### src/hw/rtl/yuv420_pkg.sv
// shared constants and types for the rgb to yuv 4:2:0 converter
`default_nettype none

package yuv420_pkg;

	// configuration port
	localparam int CFG_DATA_W  = 13;
	localparam int CFG_INDEX_W = 2;

	typedef enum logic [CFG_INDEX_W-1:0] {
		REG_IMAGE_WIDTH  = 2'd0,
		REG_IMAGE_HEIGHT = 2'd1
	} cfg_reg_t;

	// frame geometry
	localparam int MAX_DIMENSION_DEF = 4096;
	localparam int IMAGE_WIDTH_RST   = 640;
	localparam int IMAGE_HEIGHT_RST  = 480;

	// pixel component width
	localparam int COMP_W = 8;

	// bt.601 integer coefficients
	localparam int Y_R   = 66;
	localparam int Y_G   = 129;
	localparam int Y_B   = 25;
	localparam int CB_R  = 38;
	localparam int CB_G  = 74;
	localparam int CB_B  = 112;
	localparam int CR_R  = 112;
	localparam int CR_G  = 94;
	localparam int CR_B  = 18;
	localparam int ROUND = 128;
	localparam int Y_OFS = 16;
	localparam int C_OFS = 128;
	localparam int SHIFT = 8;
	localparam int C_BIAS = 32768;
	localparam int SAT_MAX = 255;

	// per-pixel position tag from the position tracker
	typedef struct packed {
		logic keep;
		logic chroma_valid;
		logic frame_end;
	} pix_tag_t;

endpackage

`default_nettype wire

### src/hw/rtl/yuv420_if.sv
// valid/ready channel interfaces for rgb pixels in and yuv results out
`default_nettype none

interface yuv420_rgb_if;
	logic       valid;
	logic       ready;
	logic [7:0] red;
	logic [7:0] green;
	logic [7:0] blue;

	modport source (output valid, output red, output green, output blue, input ready);
	modport sink   (input valid, input red, input green, input blue, output ready);
endinterface

interface yuv420_yuv_if;
	logic       valid;
	logic       ready;
	logic [7:0] luma;
	logic       chroma_valid;
	logic [7:0] chroma_blue;
	logic [7:0] chroma_red;
	logic       frame_end;

	modport source (
		output valid, output luma, output chroma_valid, output chroma_blue,
		output chroma_red, output frame_end, input ready
	);
	modport sink (
		input valid, input luma, input chroma_valid, input chroma_blue,
		input chroma_red, input frame_end, output ready
	);
endinterface

`default_nettype wire

### src/hw/rtl/yuv420_pos.sv
// frame geometry registers and raster position counters
`default_nettype none

module yuv420_pos #(
	parameter int MAX_DIMENSION = yuv420_pkg::MAX_DIMENSION_DEF
) (
	input  wire logic                               clk,
	input  wire logic                               arst_n,
	input  wire logic                               cfg_we,
	input  wire logic [yuv420_pkg::CFG_INDEX_W-1:0] cfg_index,
	input  wire logic [yuv420_pkg::CFG_DATA_W-1:0]  cfg_data,
	input  wire logic                               advance,
	output yuv420_pkg::pix_tag_t                    tag
);
	import yuv420_pkg::*;

	localparam int CW      = $clog2(MAX_DIMENSION);
	localparam int DW      = $clog2(MAX_DIMENSION + 1);
	localparam int CMPW    = (DW > CFG_DATA_W) ? DW : CFG_DATA_W;
	localparam int WidthRst  = (IMAGE_WIDTH_RST > MAX_DIMENSION) ? MAX_DIMENSION
		: IMAGE_WIDTH_RST;
	localparam int HeightRst = (IMAGE_HEIGHT_RST > MAX_DIMENSION) ? MAX_DIMENSION
		: IMAGE_HEIGHT_RST;

	logic [DW-1:0]   width_q;
	logic [DW-1:0]   height_q;
	logic [CW-1:0]   col_q;
	logic [CW-1:0]   row_q;
	logic [CMPW-1:0] cfg_ext;
	logic [DW-1:0]   dim_eff;
	logic [DW-1:0]   width_even;
	logic [DW-1:0]   height_even;
	logic [DW-1:0]   col_ext;
	logic [DW-1:0]   row_ext;
	logic [DW-1:0]   col_nx;
	logic [DW-1:0]   row_nx;
	logic            cfg_hit;

	// written value limited to 1..max, stored in that form
	always_comb begin
		cfg_ext = CMPW'(cfg_data);
		if (cfg_ext == '0) begin
			dim_eff = DW'(1);
		end else if (cfg_ext > CMPW'(MAX_DIMENSION)) begin
			dim_eff = DW'(MAX_DIMENSION);
		end else begin
			dim_eff = cfg_ext[DW-1:0];
		end
	end

	assign cfg_hit = cfg_we && ((cfg_index == REG_IMAGE_WIDTH)
		|| (cfg_index == REG_IMAGE_HEIGHT));

	// geometry registers
	always_ff @(posedge clk or negedge arst_n) begin
		if (!arst_n) begin
			width_q  <= DW'(WidthRst);
			height_q <= DW'(HeightRst);
		end else if (cfg_we) begin
			if (cfg_index == REG_IMAGE_WIDTH) begin
				width_q <= dim_eff;
			end
			if (cfg_index == REG_IMAGE_HEIGHT) begin
				height_q <= dim_eff;
			end
		end
	end

	// cropped dimensions and position compares
	always_comb begin
		width_even  = {width_q[DW-1:1], 1'b0};
		height_even = {height_q[DW-1:1], 1'b0};
		col_ext     = DW'(col_q);
		row_ext     = DW'(row_q);
		col_nx      = col_ext + DW'(1);
		row_nx      = row_ext + DW'(1);
		tag.keep    = (col_ext < width_even) && (row_ext < height_even);
		tag.chroma_valid = tag.keep && !col_q[0] && !row_q[0];
		tag.frame_end    = tag.keep && (col_ext == width_even - DW'(1))
			&& (row_ext == height_even - DW'(1));
	end

	// raster counters, a geometry write starts a new frame
	always_ff @(posedge clk or negedge arst_n) begin
		if (!arst_n) begin
			col_q <= '0;
			row_q <= '0;
		end else if (cfg_hit) begin
			col_q <= '0;
			row_q <= '0;
		end else if (advance) begin
			if (col_nx >= width_q) begin
				col_q <= '0;
				row_q <= (row_nx >= height_q) ? '0 : row_nx[CW-1:0];
			end else begin
				col_q <= col_nx[CW-1:0];
			end
		end
	end

endmodule

`default_nettype wire

### src/hw/rtl/yuv420_csc.sv
// bt.601 integer color space conversion with rounding and saturation
`default_nettype none

module yuv420_csc (
	input  wire logic [yuv420_pkg::COMP_W-1:0] red,
	input  wire logic [yuv420_pkg::COMP_W-1:0] green,
	input  wire logic [yuv420_pkg::COMP_W-1:0] blue,
	input  wire logic                          chroma_valid,
	output logic [yuv420_pkg::COMP_W-1:0]      luma,
	output logic [yuv420_pkg::COMP_W-1:0]      chroma_blue,
	output logic [yuv420_pkg::COMP_W-1:0]      chroma_red
);
	import yuv420_pkg::*;

	localparam int SW = 17;

	logic [SW-1:0] r_ext;
	logic [SW-1:0] g_ext;
	logic [SW-1:0] b_ext;
	logic [SW-1:0] y_sum;
	logic [SW-1:0] y_val;
	logic [SW-1:0] cb_pos;
	logic [SW-1:0] cb_neg;
	logic [SW-1:0] cr_pos;
	logic [SW-1:0] cr_neg;
	logic [SW-1:0] cb_val;
	logic [SW-1:0] cr_val;

	// constant multiplies and rounded sums
	always_comb begin
		r_ext  = SW'(red);
		g_ext  = SW'(green);
		b_ext  = SW'(blue);
		y_sum  = SW'(Y_R) * r_ext + SW'(Y_G) * g_ext + SW'(Y_B) * b_ext + SW'(ROUND);
		y_val  = (y_sum >> SHIFT) + SW'(Y_OFS);
		cb_pos = SW'(CB_B) * b_ext + SW'(ROUND + C_BIAS);
		cb_neg = SW'(CB_R) * r_ext + SW'(CB_G) * g_ext;
		cr_pos = SW'(CR_R) * r_ext + SW'(ROUND + C_BIAS);
		cr_neg = SW'(CR_G) * g_ext + SW'(CR_B) * b_ext;
		cb_val = (cb_pos < cb_neg) ? '0 : ((cb_pos - cb_neg) >> SHIFT);
		cr_val = (cr_pos < cr_neg) ? '0 : ((cr_pos - cr_neg) >> SHIFT);
	end

	// saturate to eight bits, chroma zero off the sample grid
	always_comb begin
		luma = (y_val > SW'(SAT_MAX)) ? COMP_W'(SAT_MAX) : y_val[COMP_W-1:0];
		chroma_blue = '0;
		chroma_red  = '0;
		if (chroma_valid) begin
			chroma_blue = (cb_val > SW'(SAT_MAX)) ? COMP_W'(SAT_MAX)
				: cb_val[COMP_W-1:0];
			chroma_red  = (cr_val > SW'(SAT_MAX)) ? COMP_W'(SAT_MAX)
				: cr_val[COMP_W-1:0];
		end
	end

endmodule

`default_nettype wire

### src/hw/rtl/rgb_to_yuv420_converter.sv
// top level of the rgb888 to yuv 4:2:0 converter
//
// channel     dir   payload
// pixel_in    in    red, green, blue
// pixel_out   out   luma, chroma_valid, chroma_blue, chroma_red, frame_end
// cfg_*       in    image_width (index 0), image_height (index 1)
//
// one pixel per cycle sustained while pixel_out is ready; a kept pixel's result passes through
// the input register, then the result register, before it can be taken
// pixels in the cropped last column or row are counted and dropped
// arst_n clears valids and counters; geometry resets to 640 x 480
// a stalled output holds its result while one more pixel waits in the input register
`default_nettype none

module rgb_to_yuv420_converter #(
	parameter int MAX_DIMENSION = yuv420_pkg::MAX_DIMENSION_DEF
) (
	input  wire logic                               clk,
	input  wire logic                               arst_n,
	input  wire logic                               cfg_we,
	input  wire logic [yuv420_pkg::CFG_INDEX_W-1:0] cfg_index,
	input  wire logic [yuv420_pkg::CFG_DATA_W-1:0]  cfg_data,
	yuv420_rgb_if.sink                              pixel_in,
	yuv420_yuv_if.source                            pixel_out
);
	import yuv420_pkg::*;

	pix_tag_t          tag;
	pix_tag_t          tag_s1;
	logic              valid_s1;
	logic [COMP_W-1:0] red_s1;
	logic [COMP_W-1:0] green_s1;
	logic [COMP_W-1:0] blue_s1;
	logic              valid_s2;
	logic [COMP_W-1:0] luma_s2;
	logic              chroma_valid_s2;
	logic [COMP_W-1:0] chroma_blue_s2;
	logic [COMP_W-1:0] chroma_red_s2;
	logic              frame_end_s2;
	logic [COMP_W-1:0] luma_c;
	logic [COMP_W-1:0] chroma_blue_c;
	logic [COMP_W-1:0] chroma_red_c;
	logic              s2_load;
	logic              in_ready;
	logic              in_xfer;

	// handshake: result register frees up when empty or taken
	assign s2_load  = !valid_s2 || pixel_out.ready;
	assign in_ready = !valid_s1 || s2_load;
	assign in_xfer  = pixel_in.valid && in_ready;
	assign pixel_in.ready = in_ready;

	yuv420_pos #(
		.MAX_DIMENSION(MAX_DIMENSION)
	) u_pos (
		.clk      (clk),
		.arst_n   (arst_n),
		.cfg_we   (cfg_we),
		.cfg_index(cfg_index),
		.cfg_data (cfg_data),
		.advance  (in_xfer),
		.tag      (tag)
	);

	// input register, dropped pixels never become valid
	always_ff @(posedge clk or negedge arst_n) begin
		if (!arst_n) begin
			valid_s1 <= 1'b0;
		end else if (in_ready) begin
			valid_s1 <= in_xfer && tag.keep;
		end
	end

	always_ff @(posedge clk) begin
		if (in_xfer) begin
			red_s1   <= pixel_in.red;
			green_s1 <= pixel_in.green;
			blue_s1  <= pixel_in.blue;
			tag_s1   <= tag;
		end
	end

	yuv420_csc u_csc (
		.red         (red_s1),
		.green       (green_s1),
		.blue        (blue_s1),
		.chroma_valid(tag_s1.chroma_valid),
		.luma        (luma_c),
		.chroma_blue (chroma_blue_c),
		.chroma_red  (chroma_red_c)
	);

	// result register
	always_ff @(posedge clk or negedge arst_n) begin
		if (!arst_n) begin
			valid_s2 <= 1'b0;
		end else if (s2_load) begin
			valid_s2 <= valid_s1;
		end
	end

	always_ff @(posedge clk) begin
		if (s2_load && valid_s1) begin
			luma_s2         <= luma_c;
			chroma_valid_s2 <= tag_s1.chroma_valid;
			chroma_blue_s2  <= chroma_blue_c;
			chroma_red_s2   <= chroma_red_c;
			frame_end_s2    <= tag_s1.frame_end;
		end
	end

	assign pixel_out.valid        = valid_s2;
	assign pixel_out.luma         = luma_s2;
	assign pixel_out.chroma_valid = chroma_valid_s2;
	assign pixel_out.chroma_blue  = chroma_blue_s2;
	assign pixel_out.chroma_red   = chroma_red_s2;
	assign pixel_out.frame_end    = frame_end_s2;

endmodule

`default_nettype wire

### src/flat_wrapper.sv
// flat-port wrapper written by rule: the top's interface ports become plain ports
module rgb_to_yuv420_converter_flat import yuv420_pkg::*;
#(
	parameter int MAX_DIMENSION = yuv420_pkg::MAX_DIMENSION_DEF
)
  (clk, arst_n, cfg_we, cfg_index, cfg_data, pixel_in_valid, pixel_in_red, pixel_in_green, pixel_in_blue, pixel_in_ready, pixel_out_valid, pixel_out_luma, pixel_out_chroma_valid, pixel_out_chroma_blue, pixel_out_chroma_red, pixel_out_frame_end, pixel_out_ready);
  yuv420_rgb_if pixel_in_i ();
  yuv420_yuv_if pixel_out_i ();
  input  wire logic clk;
  input  wire logic arst_n;
  input  wire logic cfg_we;
  input  wire logic [yuv420_pkg::CFG_INDEX_W-1:0] cfg_index;
  input  wire logic [yuv420_pkg::CFG_DATA_W-1:0] cfg_data;
  input wire logic [$bits(pixel_in_i.valid)-1:0] pixel_in_valid;
  input wire logic [$bits(pixel_in_i.red)-1:0] pixel_in_red;
  input wire logic [$bits(pixel_in_i.green)-1:0] pixel_in_green;
  input wire logic [$bits(pixel_in_i.blue)-1:0] pixel_in_blue;
  output wire logic [$bits(pixel_in_i.ready)-1:0] pixel_in_ready;
  output wire logic [$bits(pixel_out_i.valid)-1:0] pixel_out_valid;
  output wire logic [$bits(pixel_out_i.luma)-1:0] pixel_out_luma;
  output wire logic [$bits(pixel_out_i.chroma_valid)-1:0] pixel_out_chroma_valid;
  output wire logic [$bits(pixel_out_i.chroma_blue)-1:0] pixel_out_chroma_blue;
  output wire logic [$bits(pixel_out_i.chroma_red)-1:0] pixel_out_chroma_red;
  output wire logic [$bits(pixel_out_i.frame_end)-1:0] pixel_out_frame_end;
  input wire logic [$bits(pixel_out_i.ready)-1:0] pixel_out_ready;
  assign pixel_in_i.valid = pixel_in_valid;
  assign pixel_in_i.red = pixel_in_red;
  assign pixel_in_i.green = pixel_in_green;
  assign pixel_in_i.blue = pixel_in_blue;
  assign pixel_in_ready = pixel_in_i.ready;
  assign pixel_out_valid = pixel_out_i.valid;
  assign pixel_out_luma = pixel_out_i.luma;
  assign pixel_out_chroma_valid = pixel_out_i.chroma_valid;
  assign pixel_out_chroma_blue = pixel_out_i.chroma_blue;
  assign pixel_out_chroma_red = pixel_out_i.chroma_red;
  assign pixel_out_frame_end = pixel_out_i.frame_end;
  assign pixel_out_i.ready = pixel_out_ready;
  rgb_to_yuv420_converter #(.MAX_DIMENSION(MAX_DIMENSION)) u_core (.clk(clk), .arst_n(arst_n), .cfg_we(cfg_we), .cfg_index(cfg_index), .cfg_data(cfg_data), .pixel_in(pixel_in_i), .pixel_out(pixel_out_i));
endmodule
### config.mk
export PLATFORM = sky130hd
export DESIGN_NAME = rgb_to_yuv420_converter_flat
export DESIGN_NICKNAME = d
export VERILOG_FILES = /design/src/hw/rtl/yuv420_pkg.sv /design/src/hw/rtl/yuv420_if.sv /design/src/hw/rtl/yuv420_pos.sv /design/src/hw/rtl/yuv420_csc.sv /design/src/hw/rtl/rgb_to_yuv420_converter.sv /design/src/flat_wrapper.sv
export SDC_FILE = /design/constraint.sdc
export NUM_CORES = 1
export LEC_CHECK = 0
export ABC_AREA = 0
export BUFFER_PORTS_ARGS = -buffer_cell sky130_fd_sc_hd__buf_2
export CAP_MARGIN = 30
export CORE_MARGIN = 2
export CORE_UTILIZATION = 45
export CTS_CLUSTER_SIZE = 40
export DETAILED_ROUTE_END_ITERATION = 6
export HOLD_SLACK_MARGIN = 0.08
export PLACE_DENSITY = 0.66
export SLEW_MARGIN = 0
export SYNTH_ARGS = -nofsm -noshare
export SYNTH_HDL_FRONTEND = slang
export SYNTH_SLANG_ARGS = --single-unit
### constraint.sdc
create_clock -name clk -period 6.7 [get_ports clk]
set_input_delay 1.005 -clock clk [delete_from_list [all_inputs] [get_ports clk]]
set_output_delay 1.005 -clock clk [all_outputs]
set_load 0.05 [all_outputs]
* Word-level counts from Yosys, hierarchy flattened
Cells that the tools add are included.
** Storage, ports and cells
- Register bits after elaboration :: 104
- Input bits :: 44
- Output and inout port bits :: 28
- Logic and storage cells :: 88
** Cells by class
- $add $sub $neg :: 14
- Multiply operators :: 9
- $lt $le $gt $ge :: 10
- Eq/ne operators :: 3
- Multiplexer cells :: 13
- Reductions and logical operators :: 23
** Operators with widths (number)
- 12-bit 2-to-1 mux :: 7
- 6-bit by 8-bit multiplier with 14-bit output, first input constant :: 3
- 15-bit by 16-bit adder with 17-bit output, second input constant :: 2
- 17-bit by 16-bit less-than comparator with 1-bit output :: 2
- 17-bit by 16-bit subtractor with 17-bit output :: 2
- 12-bit by 1-bit adder with 13-bit output, second input constant :: 2
- 12-bit by 13-bit == test with 1-bit output :: 2
- 13-bit >= comparator :: 2
- 12-bit by 13-bit less-than comparator with 1-bit output :: 2
- 5-bit by 8-bit multiplier with 13-bit output, first input constant :: 2
- 13-bit 2-to-1 mux :: 2
- 13-bit by 1-bit subtractor with 13-bit output, second input constant :: 2
- 3-bit by 8-bit multiplier with 11-bit output, first input constant :: 2
- 9-bit by 8-bit greater-than comparator with 1-bit output, second input constant :: 2
- 9-bit 2-to-1 mux :: 2
- 15-bit by 16-bit adder with 17-bit output :: 1
- 17-bit by 13-bit adder with 17-bit output :: 1
- 17-bit by 8-bit adder with 17-bit output, second input constant :: 1
- 14-bit by 15-bit adder with 16-bit output :: 1
- 15-bit by 13-bit adder with 16-bit output :: 1
- 8-bit by 8-bit multiplier with 16-bit output, first input constant :: 1
- 8-bit 2-to-1 mux :: 2
- 13-bit greater-than comparator, second input constant :: 1
- 13-bit zero test :: 1
- other kinds (10) :: 26

* Longest topological paths before layout
- Depth after elaboration :: 6
- Depth in mapped cells :: 27
- Mapped depth without buffers :: 27

* By module
A second synthesis with hierarchy kept.
** Second synthesis, totals
- Cell total of the unflattened synthesis :: 1543
- Area, all modules :: 14194.9 µm²
** Modules (own cells, without submodules)
- yuv420_csc :: instances 1, cells an instance 944, area an instance 8099.0 µm², seq. area each 0.0 µm²
- yuv420_pos :: instances 1, cells an instance 538, area an instance 4429.2 µm², seq. area each 1258.7 µm²
- rgb_to_yuv420_converter :: instances 1, cells an instance 61, area an instance 1666.6 µm², seq. area each 1611.5 µm²

* Worst setup path before layout
No wires, ideal clock.
- Path kind :: reg2reg
- From :: register u_core.red_s1[2]
- To :: register u_core.luma_s2[4] (netlist: u_core.pixel_out.luma[4]) (data pin)
- Setup time :: 0.267 ns
- Arrival time :: 5.716 ns
- Required time :: 6.433 ns
- Slack :: 0.717 ns
- Cell stages (with the launch flop) :: 23
- Path buffers :: 0
- Period minus slack after synthesis :: 5.983 ns
- Cells stage by stage :: edfxtp_1 > ha_1 > ha_1 > ha_1 > inv_1 > fa_1 > xnor2_1 > ha_1 > fa_1 > fa_1 > fa_1 > ha_1 > ha_1 > nand3_1 > and2_1 > o21ai_0 > nand2_1 > xnor2_1 > ha_1 > and3_1 > mux2i_1 > and3_1 > o21ai_0
** Between the ends
- Longest elaborated chain between the ends :: 6
** Ends and longest elaborated chain
- start: declaration :: line rgb_to_yuv420_converter.sv:31 : logic [COMP_W-1:0] red_s1;
- start signal: assignment :: line rgb_to_yuv420_converter.sv:76 : red_s1 <= pixel_in.red;
- 6-bit by 8-bit multiplier with 14-bit output (*) :: line yuv420_csc.sv:34 : y_sum = SW'(Y_R) * r_ext + SW'(Y_G) * g_ext + SW'(Y_B) * b_ext + SW'(ROUND);
- 15-bit by 16-bit adder with 17-bit output (*) :: line yuv420_csc.sv:34
- 17-bit by 13-bit adder with 17-bit output (*) :: line yuv420_csc.sv:34
- 17-bit by 8-bit adder with 17-bit output (*) :: line yuv420_csc.sv:34
- 9-bit by 5-bit adder with 10-bit output (*) :: line yuv420_csc.sv:35 : y_val = (y_sum >> SHIFT) + SW'(Y_OFS);
- 10-bit by 8-bit greater-than comparator with 1-bit output :: line yuv420_csc.sv:46 : luma = (y_val > SW'(SAT_MAX)) ? COMP_W'(SAT_MAX) : y_val[COMP_W-1:0];
- end signal: assignment :: line rgb_to_yuv420_converter.sv:104 : luma_s2 <= luma_c;
- end: declaration :: line rgb_to_yuv420_converter.sv:35 : logic [COMP_W-1:0] luma_s2;
Every way passes the cells marked *; elsewhere a longest branch is shown, timed or not.
A chain may end at the register's enable or synchronous reset.

* Worst setup path in the final report
- From :: register u_core.red_s1[2]
- To :: register u_core.luma_s2[6] (netlist: u_core.pixel_out.luma[6]) (data pin)
The elaborated chain is that of the path after synthesis.

==> impl_summary.log <==
INFO  metric run_status = completed
INFO  metric buffer_ports.inserted = 71
INFO  metric cts_hold_buf = 0
INFO  metric max_cap_viol_count = 0
INFO  metric synth_top_cell_by_area = sky130_fd_sc_hd__ha_1
INFO  metric synth.yosys.seq_area_share = 20.5%
INFO  metric postSynth.asyncResetShare = 50.0%
INFO  metric grt_overflow = 0
INFO  metric worstSetupEndpointType = register
INFO  metric worst_setup_path_start_kind = register
INFO  metric reg2regPathDepth = 22
INFO  metric drv_slew = 0
INFO  metric yosys_register_bits = 104
INFO  metric design.final.nets = between 1500 and 2000
INFO  metric grt_first_pass_wirelength = 54100 um
INFO  metric worst_slew_margin_rel = around 47%
INFO  metric slowest_stage = sky130_fd_sc_hd__fa_1
INFO  metric clock_sinks = approximately 100
INFO  metric floorplan.initialDensity = a little under half
INFO  metric setup_repair_after_global_routing_missed_its_margin = no
INFO  metric synth-warning-count = 0
INFO  metric timing.fmax = roughly 160 MHz
INFO  metric critical_path.top_delay_family = adder cells
INFO  metric cts_buffer_depth = 2
INFO  metric die_height = 180 um
INFO  metric layout.filler_cells = 2859
INFO  metric layout_commonest_cell = sky130_fd_sc_hd__ha_1
INFO  metric dominantRegCellSynth = sky130_fd_sc_hd__edfxtp_1
INFO  metric die-area = 32600 um2
INFO  metric crit_fanout = 6
INFO  metric hold_viol = 0
INFO  metric grt_pass1_vias = 10900
INFO  metric syn-num-nets = 1902
INFO  metric postSynthCellCount = 1513
INFO  metric worstReg2RegStart = u_core.red_s1[2]
INFO  metric mostFrequentLayoutCells = sky130_fd_sc_hd__ha_1 (275), sky130_fd_sc_hd__inv_1 (156), sky130_fd_sc_hd__o21ai_0 (98), sky130_fd_sc_hd__a21oi_1 (89)
INFO  metric worstPathBufferInverterCount = 1
INFO  metric period_share = 93.8%
INFO  metric hold_start = u_core.tag_s1[0]
INFO  metric min_period = 6.28 ns
INFO  metric layout_cell_area_excl_fill = 15300 um2
INFO  metric detail_route.first_pass.iterations = 7
INFO  metric postCtsResizedCells = 0
INFO  metric num_vias = between 10000 and 15000
INFO  metric antenna_cells_inserted = 0
INFO  metric hold_end = u_core.pixel_out.frame_end
INFO  metric post_synth_instance_area = ~14000 um2
INFO  metric worst_skew_pair.late_latency = 0.39 ns
INFO  metric final_layout_size_suffix_gt1_share = 9.34%
INFO  metric cp.required = 6.84 ns
INFO  metric routed_length_per_placed_instance = 16.5 um
INFO  metric cts_tree = done
INFO  metric dp.final_hpwl = 27100 um
INFO  metric synth_edf_count = 52
INFO  metric worst_hold_path_type = reg2reg
INFO  metric grtUsageTotal = 20.5%
INFO  metric synth.top_cell.area_share = 24.6%
INFO  metric cts-htree-levels = 3
INFO  metric timing.setup.tns = 0 ns
INFO  metric ys_types = 75
INFO  metric post_synth.cell_area_avg = 9.26 um2
INFO  metric cp.arrival = between 6 and 7 ns
INFO  metric core_area = 30600 um2
INFO  metric cts-root-buf = sky130_fd_sc_hd__clkbuf_16
INFO  metric route.detailed.vias_per_inst = about 5.6
INFO  metric floorplan_die_width = 180 um
INFO  metric worstPathCellList = ha_1, ha_1, ha_1, inv_1, fa_1, xnor2_2, ha_1, fa_1, fa_1, fa_1, ha_1, ha_1, a21oi_1, and2_1, nand4_1, nand2_1, xnor2_1, ha_1, and3_1, mux2i_1, a211oi_2, and3b_1
INFO  metric final-setup-viol-count = 0
INFO  metric reg2reg_slack = 0.42 ns
INFO  metric critPathMostFrequentCell = sky130_fd_sc_hd__ha_1
INFO  metric clock-skew-final = 0.0142 ns
INFO  metric gpl.final_weighted_congestion = a little under 0.9
INFO  metric area_delta_synth_final = 8.94%
INFO  metric min_delay_path_depth = 0
INFO  metric tightestPinTransition = 0.789 ns
INFO  metric post-cts-setup-buffer-count = 0
INFO  metric cpPeakStageDelay = approximately 0.53 ns
INFO  metric timing_worst_setup_path_type = reg2reg
INFO  metric drcViolationCount = 0
INFO  metric endpoint_of_the_lowest_slack_register_to_register_path = u_core.pixel_out.luma[6]
INFO  metric detailed_place.area = 14900 um2
INFO  metric cts_buffers = 9
INFO  metric grt_antenna_before_repair = 0
INFO  metric netlist_top_cells_area = sky130_fd_sc_hd__ha_1 (25%), sky130_fd_sc_hd__edfxtp_1 (11%), sky130_fd_sc_hd__fa_1 (10%)
INFO  metric maximum_number_of_pins_on_one_net_before_global_route_repair = 53
INFO  metric worst_setup_path_startpoint = u_core.red_s1[2]
INFO  metric design.portCount = 72
INFO  metric floorplan.rows = 64
INFO  metric ant_nets = 0
INFO  metric initialDrtViolationCount = 430
INFO  metric clkSlewWorstSetupHoldPaths = around 0.08 ns
INFO  metric wirelength = around 33000 um
[cell families after synthesis]
kind of cell / after synthesis / synth area share [%]
compound gates: 358 / 16.4
xor+xnor: 143 / 8.94
fa+ha+maj: 345 / 34.6
buf+inv: 183 / 4.90
flops: 104 / 20.5
mux: 11 / 0.858
simple gates: 369 / 13.8
[through the flow]
step	utilization (%)	instances	worst slack, ns	hold slack [ns]
floorplan	-	1513	0.717	0.400
global placement	48.8	1975	0.493	0.407
detailed placement	48.8	1976	0.304	0.405
CTS	49.8	1992	0.264	0.426
global route	49.9	1992	0.00693	0.432
finish	49.9	1992	0.416	0.439
[routing by layer]
layer	part of all wire, %	vias up	global-route usage, %
met5	0	-	0
met4	2.2	0	6.74
met3	3.9	41	2.93
met2	49	209	35.4
met1	45	5316	26.2
li1	-	5562	-
[cell type report]
cell class | count | area [um2] | area share (%)
multi-input cells | 1226 | 10500 | 68.7
flip-flops and latches | 104 | 2870 | 18.8
inverters | 157 | 589 | 3.86
repair buffers | 93 | 518 | 3.39
well taps | 396 | 495 | 3.25
clock buffers | 9 | 225 | 1.48
clock inverters | 7 | 85.1 | 0.558
[worst reg2reg max path, delay by kind of cell, from the launching register on]
kind / cells / cell delay, ns
AOI/OAI and AO/OA: 2 / 0.60
xor gates and xnor gates: 2 / 0.38
adders and majority gates: 11 / 3.69
buffers and inverters: 1 / 0.05
DFF: 1 / 0.40
muxes: 1 / 0.11
and+or+nand+nor: 5 / 0.82
[registers in the layout, summed over array words and instances (netlist names), 2 cells and up]
| register | flops |
|---|---|
| u_core.u_pos.col_q | 12 |
| u_core.pixel_out.luma | 8 |
| u_core.blue_s1 | 8 |
| u_core.u_pos.row_q | 12 |
| u_core.u_pos.height_q | 13 |
| u_core.tag_s1 | 2 |
| u_core.pixel_out.chroma_blue | 8 |
| u_core.u_pos.width_q | 13 |
| u_core.pixel_out.chroma_red | 8 |
| u_core.red_s1 | 8 |
| u_core.green_s1 | 8 |
[synth_stat cells, types with 14 or more instances]
library cell / number
sky130_fd_sc_hd__a21oi_1: 89
sky130_fd_sc_hd__a21o_1: 35
sky130_fd_sc_hd__nand3_1: 35
sky130_fd_sc_hd__nand2b_1: 34
sky130_fd_sc_hd__edfxtp_1: 52
sky130_fd_sc_hd__o21a_1: 23
sky130_fd_sc_hd__nor2b_1: 30
sky130_fd_sc_hd__xor2_1: 63
sky130_fd_sc_hd__ha_1: 275
sky130_fd_sc_hd__nor4_1: 14
sky130_fd_sc_hd__xnor2_1: 80
sky130_fd_sc_hd__fa_1: 70
sky130_fd_sc_hd__inv_1: 156
sky130_fd_sc_hd__o21ai_0: 98
sky130_fd_sc_hd__a211oi_1: 16
sky130_fd_sc_hd__o211ai_1: 15
sky130_fd_sc_hd__nand4_1: 16
sky130_fd_sc_hd__clkbuf_1: 24
sky130_fd_sc_hd__nand2_1: 79
sky130_fd_sc_hd__dfrtp_1: 46
sky130_fd_sc_hd__and3_1: 20
sky130_fd_sc_hd__nor2_1: 74
sky130_fd_sc_hd__nor3_1: 20
[worst max-delay path by stage]
stage / slack [ns] / depth (start not counted) / to
2_1_floorplan: 0.72 / 22 / u_core.pixel_out.luma[4]
3_3_place_gp: 0.49 / 24 / u_core.pixel_out.chroma_red[3]
3_5_place_dp: 0.30 / 24 / u_core.pixel_out.chroma_red[7]
4_1_cts: 0.26 / 24 / u_core.pixel_out.chroma_red[7]
5_1_grt: 0.007 / 25 / u_core.pixel_out.chroma_red[6]
6_report: 0.42 / 22 / u_core.pixel_out.luma[6]
Power is not shown: default switching activity piles up to over one toggle a cycle in this logic, so the estimate is an artifact.
